[config.mk]
export PLATFORM = sky130hd
export DESIGN_NAME = idle_drained_rx_ring_buffer
export DESIGN_NICKNAME = d
export VERILOG_FILES = /design/src/rtl/irb_pkg.sv /design/src/rtl/irb_dp.sv /design/src/rtl/irb_ctrl.sv /design/src/rtl/idle_drained_rx_ring_buffer.sv
export SDC_FILE = /design/constraint.sdc
export NUM_CORES = 2
export LEC_CHECK = 0
export BUFFER_PORTS_ARGS = -buffer_cell sky130_fd_sc_hd__clkbuf_2
export CORE_UTILIZATION = 55
export CTS_CLUSTER_DIAMETER = 80
export DETAILED_ROUTE_END_ITERATION = 8
export HOLD_SLACK_MARGIN = 0.1
export PLACE_DENSITY = 0.8
export SLEW_MARGIN = 20
export SYNTH_ARGS = -nofsm -noshare
export SYNTH_HDL_FRONTEND = slang
export SYNTH_HIERARCHICAL = 1
export SYNTH_SLANG_ARGS = --single-unit
[constraint.sdc]
create_clock -name aclk -period 7 [get_ports aclk]
set_input_delay 1.4 -clock aclk [delete_from_list [all_inputs] [get_ports aclk]]
set_output_delay 1.4 -clock aclk [all_outputs]
set_load 0.02 [all_outputs]
[src/rtl/irb_pkg.sv]
// Package for the idle-drained receive ring buffer.
// Sizes, input codes, controller states and the control/status structs.
// No dependencies.
package irb_pkg;

    localparam int BUF_DEPTH = 256;
    localparam int MAX_READ  = 64;
    localparam int PTR_W     = (BUF_DEPTH > 1) ? $clog2(BUF_DEPTH) : 1;
    localparam int LEN_W     = 7;
    localparam int BYTE_W    = 8;
    localparam int FUNC_W    = 2;
    localparam int S_DATA_W  = 16;

    typedef logic [PTR_W-1:0] ptr_t;
    typedef logic [LEN_W-1:0] len_t;

    typedef enum logic [FUNC_W-1:0] {
        FUNC_RX_BYTE = 2'd0,
        FUNC_IDLE    = 2'd1,
        FUNC_READ    = 2'd2,
        FUNC_NONE    = 2'd3
    } func_t;

    typedef enum logic [2:0] {
        ST_IDLE,
        ST_DRAIN,
        ST_READ_RD,
        ST_READ_OUT,
        ST_EMPTY
    } state_t;

    typedef struct packed {
        logic rx_wr;
        logic drain_step;
        logic read_start;
        logic read_step;
    } irb_cmd_t;

    typedef struct packed {
        logic drain_busy;
        logic read_none;
        logic last;
    } irb_status_t;

    function automatic ptr_t ptr_inc(input ptr_t p);
        ptr_t r;
        if (p == PTR_W'(BUF_DEPTH - 1)) begin
            r = '0;
        end else begin
            r = p + ptr_t'(1);
        end
        return r;
    endfunction

endpackage

[src/rtl/irb_dp.sv]
// Datapath: landing store, drain pipeline, ring FIFO and read-out registers.
// Driven by irb_ctrl commands; depends on irb_pkg.
module irb_dp (
    input  logic                           aclk,
    input  logic                           aresetn,
    input  irb_pkg::irb_cmd_t              cmd,
    input  logic [irb_pkg::BYTE_W-1:0]     rx_byte,
    input  logic [irb_pkg::LEN_W-1:0]      max_len,
    output irb_pkg::irb_status_t           status,
    output logic [irb_pkg::BYTE_W-1:0]     rd_byte
);
    import irb_pkg::*;

    logic [BYTE_W-1:0] landing_mem [BUF_DEPTH];
    logic [BYTE_W-1:0] fifo_mem    [BUF_DEPTH];

    ptr_t wpos_reg, wpos_next;
    ptr_t dpos_reg, dpos_next;
    ptr_t head_reg, head_next;
    ptr_t tail_reg, tail_next;
    logic pipe_reg, pipe_next;
    len_t len_reg,  len_next;
    len_t cnt_reg,  cnt_next;
    logic last_reg, last_next;

    logic [BYTE_W-1:0] land_rd_reg;
    logic [BYTE_W-1:0] fifo_rd_reg;

    logic drain_more;
    logic fifo_full;
    logic push;

    assign drain_more = (dpos_reg != wpos_reg);
    assign fifo_full  = (ptr_inc(head_reg) == tail_reg);
    assign push       = cmd.drain_step && pipe_reg && !fifo_full;

    always_comb begin
        wpos_next = wpos_reg;
        dpos_next = dpos_reg;
        head_next = head_reg;
        tail_next = tail_reg;
        pipe_next = pipe_reg;
        len_next  = len_reg;
        cnt_next  = cnt_reg;
        last_next = last_reg;
        if (cmd.rx_wr) begin
            wpos_next = ptr_inc(wpos_reg);
        end
        if (cmd.drain_step) begin
            pipe_next = drain_more;
            if (drain_more) begin
                dpos_next = ptr_inc(dpos_reg);
            end
            if (push) begin
                head_next = ptr_inc(head_reg);
            end
        end
        if (cmd.read_start) begin
            len_next = (max_len > LEN_W'(MAX_READ)) ? LEN_W'(MAX_READ) : max_len;
            cnt_next = '0;
        end
        if (cmd.read_step) begin
            tail_next = ptr_inc(tail_reg);
            cnt_next  = cnt_reg + len_t'(1);
            last_next = ((cnt_reg + len_t'(1)) == len_reg)
                     || (ptr_inc(tail_reg) == head_reg);
        end
    end

    always_ff @(posedge aclk) begin
        if (!aresetn) begin
            wpos_reg <= '0;
            dpos_reg <= '0;
            head_reg <= '0;
            tail_reg <= '0;
            pipe_reg <= 1'b0;
            len_reg  <= '0;
            cnt_reg  <= '0;
            last_reg <= 1'b0;
        end else begin
            wpos_reg <= wpos_next;
            dpos_reg <= dpos_next;
            head_reg <= head_next;
            tail_reg <= tail_next;
            pipe_reg <= pipe_next;
            len_reg  <= len_next;
            cnt_reg  <= cnt_next;
            last_reg <= last_next;
        end
    end

    always_ff @(posedge aclk) begin
        if (cmd.rx_wr) begin
            landing_mem[wpos_reg] <= rx_byte;
        end
        if (cmd.drain_step && drain_more) begin
            land_rd_reg <= landing_mem[dpos_reg];
        end
    end

    always_ff @(posedge aclk) begin
        if (push) begin
            fifo_mem[head_reg] <= land_rd_reg;
        end
        if (cmd.read_step) begin
            fifo_rd_reg <= fifo_mem[tail_reg];
        end
    end

    assign status.drain_busy = drain_more || pipe_reg;
    assign status.read_none  = (max_len == '0) || (head_reg == tail_reg);
    assign status.last       = last_reg;
    assign rd_byte           = fifo_rd_reg;

endmodule

[src/rtl/irb_ctrl.sv]
// Controller FSM: takes input beats, sequences drains and read-outs.
// Drives irb_dp through irb_cmd_t; depends on irb_pkg.
module irb_ctrl (
    input  logic                         aclk,
    input  logic                         aresetn,
    input  logic                         s_tvalid,
    input  logic [irb_pkg::FUNC_W-1:0]   func,
    input  logic                         m_tready,
    input  irb_pkg::irb_status_t         status,
    output logic                         s_tready,
    output logic                         m_tvalid,
    output logic                         has_data,
    output irb_pkg::irb_cmd_t            cmd
);
    import irb_pkg::*;

    state_t state_reg, state_next;
    func_t  func_in;
    logic   accept;

    assign func_in = func_t'(func);
    assign accept  = s_tvalid && (state_reg == ST_IDLE);

    always_comb begin
        state_next = state_reg;
        case (state_reg)
            ST_IDLE: begin
                if (accept) begin
                    case (func_in)
                        FUNC_IDLE: state_next = ST_DRAIN;
                        FUNC_READ: state_next = status.read_none ? ST_EMPTY : ST_READ_RD;
                        default:   state_next = ST_IDLE;
                    endcase
                end
            end
            ST_DRAIN: begin
                if (!status.drain_busy) begin
                    state_next = ST_IDLE;
                end
            end
            ST_READ_RD: state_next = ST_READ_OUT;
            ST_READ_OUT: begin
                if (m_tready) begin
                    state_next = status.last ? ST_IDLE : ST_READ_RD;
                end
            end
            ST_EMPTY: begin
                if (m_tready) begin
                    state_next = ST_IDLE;
                end
            end
            default: state_next = ST_IDLE;
        endcase
    end

    always_comb begin
        cmd      = '0;
        s_tready = 1'b0;
        m_tvalid = 1'b0;
        has_data = 1'b0;
        case (state_reg)
            ST_IDLE: begin
                s_tready       = 1'b1;
                cmd.rx_wr      = accept && (func_in == FUNC_RX_BYTE);
                cmd.read_start = accept && (func_in == FUNC_READ);
            end
            ST_DRAIN:   cmd.drain_step = 1'b1;
            ST_READ_RD: cmd.read_step  = 1'b1;
            ST_READ_OUT: begin
                m_tvalid = 1'b1;
                has_data = 1'b1;
            end
            ST_EMPTY:   m_tvalid = 1'b1;
            default:    cmd = '0;
        endcase
    end

    always_ff @(posedge aclk) begin
        if (!aresetn) begin
            state_reg <= ST_IDLE;
        end else begin
            state_reg <= state_next;
        end
    end

endmodule

[src/rtl/idle_drained_rx_ring_buffer.sv]
// Idle-drained receive ring buffer, top level. Uses irb_pkg, irb_ctrl, irb_dp.
// Idle drain: one landing store read per cycle, one pipeline stage to the FIFO
// write port. Read: accepted in idle, then each beat is a registered FIFO read
// (ST_READ_RD) followed by output (ST_READ_OUT), held until m_tready; an empty
// reply is a single beat. One item at a time.
// Synchronous active-low reset clears pointers and FSM; stores are not cleared.
module idle_drained_rx_ring_buffer (
    input  logic                            aclk,
    input  logic                            aresetn,
    input  logic                            s_tvalid,
    output logic                            s_tready,
    input  logic [irb_pkg::S_DATA_W-1:0]    s_tdata,   // rx_byte[7:0], max_len[14:8]
    input  logic [irb_pkg::FUNC_W-1:0]      s_tuser,   // func[1:0]
    output logic                            m_tvalid,
    input  logic                            m_tready,
    output logic [irb_pkg::BYTE_W-1:0]      m_tdata,   // data_byte[7:0]
    output logic [0:0]                      m_tuser,   // has_data[0]
    output logic                            m_tlast
);
    import irb_pkg::*;

    irb_cmd_t          cmd;
    irb_status_t       status;
    logic [BYTE_W-1:0] rd_byte;
    logic              has_data;

    irb_ctrl u_ctrl (
        .aclk     (aclk),
        .aresetn  (aresetn),
        .s_tvalid (s_tvalid),
        .func     (s_tuser),
        .m_tready (m_tready),
        .status   (status),
        .s_tready (s_tready),
        .m_tvalid (m_tvalid),
        .has_data (has_data),
        .cmd      (cmd)
    );

    irb_dp u_dp (
        .aclk    (aclk),
        .aresetn (aresetn),
        .cmd     (cmd),
        .rx_byte (s_tdata[BYTE_W-1:0]),
        .max_len (s_tdata[BYTE_W+LEN_W-1:BYTE_W]),
        .status  (status),
        .rd_byte (rd_byte)
    );

    assign m_tdata    = has_data ? rd_byte : '0;
    assign m_tuser[0] = has_data;
    assign m_tlast    = has_data ? status.last : 1'b1;

    a_no_overlap: assert property (@(posedge aclk) disable iff (!aresetn)
        !(s_tready && m_tvalid))
        else $error("input taken while a result beat is pending");

    a_empty_is_last: assert property (@(posedge aclk) disable iff (!aresetn)
        (m_tvalid && !m_tuser[0]) |-> (m_tlast && (m_tdata == '0)))
        else $error("empty reply not marked last or carries data");

    a_read_busy: assert property (@(posedge aclk) disable iff (!aresetn)
        (s_tvalid && s_tready && (s_tuser == FUNC_READ)) |=> !s_tready)
        else $error("read request did not block input");

endmodule
==> metrics.md <==
| Metric | Value |
|---|---|
| Synth area leaders | edfxtp_1 (76%), mux4_2 (16%), nor2_1 (1.4%), mux2i_1 (0.94%), dfxtp_1 (0.63%) |
| CP endpoint kind | flop |
| GRT Overall Usage | 0.2819 |
| Worst Setup Start Kind | input pin |
| # hold bufs at CTS | 0 |
| Syn Nets | 7402 |
| Worst hold margin | 513.2 ps |
| RSZ-0062 raised after global routing | no |
| Post-Route Setup TNS | 0 ps |
| Leak Pwr | around 53 nW |
| Global route overflow | 0 |
| Status | finished with violations |
| Clk_lat worst skew | a little over 900 ps |
| H-tree levels | 5 |
| GPL Wtd Cong | 0.9151 |
| Max Buffers Root-to-Sink | 4 |
| Max Cap Viol | 0 |
| Most frequent cell after synthesis | edfxtp_1 |
| Async set-or-reset flop fraction in the synthesized netlist | 0 |
| Clk slew on worst S/H paths | approximately 70 ps |
| Post-synth EDFFs | approximately 4100 |
| Area leader, netlist | edfxtp_1 |
| Sequential fraction of the synthesis area | 0.7674 |
| Final Non-Filler Cells | 11720 |
| Detailed-router iteration count before antenna repair | 9 |
| Worst vdd ir | roughly 0.38 mV |
| DRC | 1 |
| Vias | 81880 |
| Top flop regs | u_dp/fifo_mem x2048, u_dp/landing_mem x2048 |
| Crit share post-route | 0.7367 |
| Number of hold violations in the final report | 0 |
| Pwr Density | 277.0 nW/um^2 |
| Final setup fails | 0 |
| Peak Freq | 193.9 MHz |
| Placed Cells | 11030 |
| Synth warn | 6 |
| Layout area overhead | 10.07% |
| Initial drt markers | 13020 |
| Yosys top cell area share | 0.7611 |
| DRT Wirelength | 424100 um |
| Kind of critical path | in -> reg |
| Crit path max fanout | 13 |
| Most frequent cells after synthesis | edfxtp_1 (4112), mux4_2 (1156), nor2_1 (584) |
| Initial Util | 0.5527 |
| Row cnt | 199 |
| FF+latch count, synth | 4163 |
| Synth Instances | ~7400 |
| Post-CTS Resized | 0 |
| Die area | 297200 sq um |
| Final min period | 5157 ps |
| Clock skew | 40.40 ps |
| Clk sinks | 4163 |
| Failing checks | DRC |
| HP Class | reg -> reg |
| TritonCTS clock tree | yes |
| Syn_area_per_cell | 22.02 sq um |
| Post-CTS setup buffer count | 0 |
| Via-per-instance ratio | roughly 7.0 |
| CORE AREA | 293600 sq um |
| Input/output buffers | 32 |
| Number of buffers created by CTS | about 380 |
| Top_reg_cell synth | edfxtp_1 |
| Chip height | between 500 and 600 um |
| Final Total Pwr | 0.04947 W |
| Post-DP HPWL | roughly 230000 um |
| Mapped Area | 162200 sq um |
| Layout cells sized above 1 | 0.2462 |
| Vias in the first global route | ~83000 |
| CTS Root Cell | clkbuf_16 |
| Initial antenna violation count | 19 |
| Final ANT Viol Nets | 0 |
| Multi-input combinational cell area | 35320 sq um |
| First-pass GRT wire length | 600700 um |
| WP data arrival | 5700 ps |
| I/O pin count | 34 |
| Req. time, crit path | about 7500 ps |
| Worst-margin pin slew | 1225 ps |
| Largest net degree at the start of global routing | 257 |
| Fillers | ~18000 |
| DR WL/cell | 36.18 um |
| Die W | 545.1 um |
| Slew headroom | 0.1832 |
| Fin. max-slew vios | 0 |
| Register area | 124500 sq um |
| Final nets | 7524 |
| Library cells used by synthesis | 78 |
## stage by stage
| stage | util | setup slack, ps | cell area, sq um |
|---|---|---|---|
| finish | 0.6083 | 1843 | 178600 |
| global route | 0.6082 | 1953 | 178500 |
| CTS | 0.6075 | 2195 | 178400 |
| detailed placement | 0.5673 | 1312 | 166500 |
| global placement | 0.5671 | 1549 | 166500 |
| floorplan | - | 2954 | 162200 |
## routing by layer
metal,vias up,track usage,wire (um)
li1,31200,-,-
met3,1436,0.06820,49870
met4,26,0.1563,28570
met2,6735,0.4565,208100
met5,-,0,172
met1,42480,0.3524,137400
## cell type report
| class | instances | area share |
|---|---|---|
| Inverter | 23 | 0.0005325 |
| Tap cell | 3919 | 0.02746 |
| Timing Repair Buffer | 189 | 0.01043 |
| Clock buffer | 457 | 0.05575 |
| Clock inverter | 215 | 0.01048 |
| Multi-Input combinational cell | 2739 | 0.1978 |
| Antenna cell | 16 | 0.0002242 |
| Sequential cell | 4163 | 0.6974 |
## cell usage in the layout (no fill, tap or decap), drive strengths merged, types with 11 or more instances in the layout
master,netlist,final
mux4,1156,1156
o22ai,20,20
nand4,26,26
nor2,584,584
xnor2,25,25
mux2i,152,152
inv,22,31
ha,11,11
and2,21,21
clkinvlp,0,20
o21ai,50,50
edfxtp,4112,4112
nand2,162,162
and3,12,12
dfxtp,51,51
bufinv,0,31
clkinv,1,156
o221ai,30,30
a31oi,14,14
nor3,15,15
clkbuf,169,490
a21oi,78,78
nand3,54,54
a221oi,53,53
nand2b,16,16
nor4,13,13
nor2b,20,20
a211oi,16,16
a22o,20,20
xor2,25,25
buf,275,156
a22oi,68,68
diode,0,16
## worst max-delay path, cell delays in order
cell and delay [ps]:
clkbuf_2 90, nor4_1 430, and3b_1 660, nor3b_1 1030
nand2_1 810, buf_4 490, nor2_1 760
## report_power, final
group	total (W)	switching (W)	internal, W
logic	0.00191	0.00107	0.000838
clock network	0.0203	0.00904	0.0113
registers	0.0273	0.0000463	0.0272
total	0.0495	0.0102	0.0393
## logic make-up after synthesis
family / synth area share
DFF: 0.7674
muxes: 0.1702
and+or+nand+nor: 0.02547
buffers and inverters: 0.01524
AOI/OAI and AO/OA: 0.01799
xor gates and xnor gates: 0.002838
adders and majority gates: 0.0008483
## worst paths after layout
path,start,endpoint,slack (ps),cells past startpoint
worst max-delay path,s_tuser[0],u_dp/landing_mem[160][4],1840,7
worst min-delay path,u_dp/len_reg[1],u_dp/len_reg[1],510,2
worst min register to register,u_dp/len_reg[1],u_dp/len_reg[1],510,2
worst max register to register,u_ctrl/state_reg[0],u_dp/landing_mem[160][4],1900,6
Power figures use the tool's default switching activity.
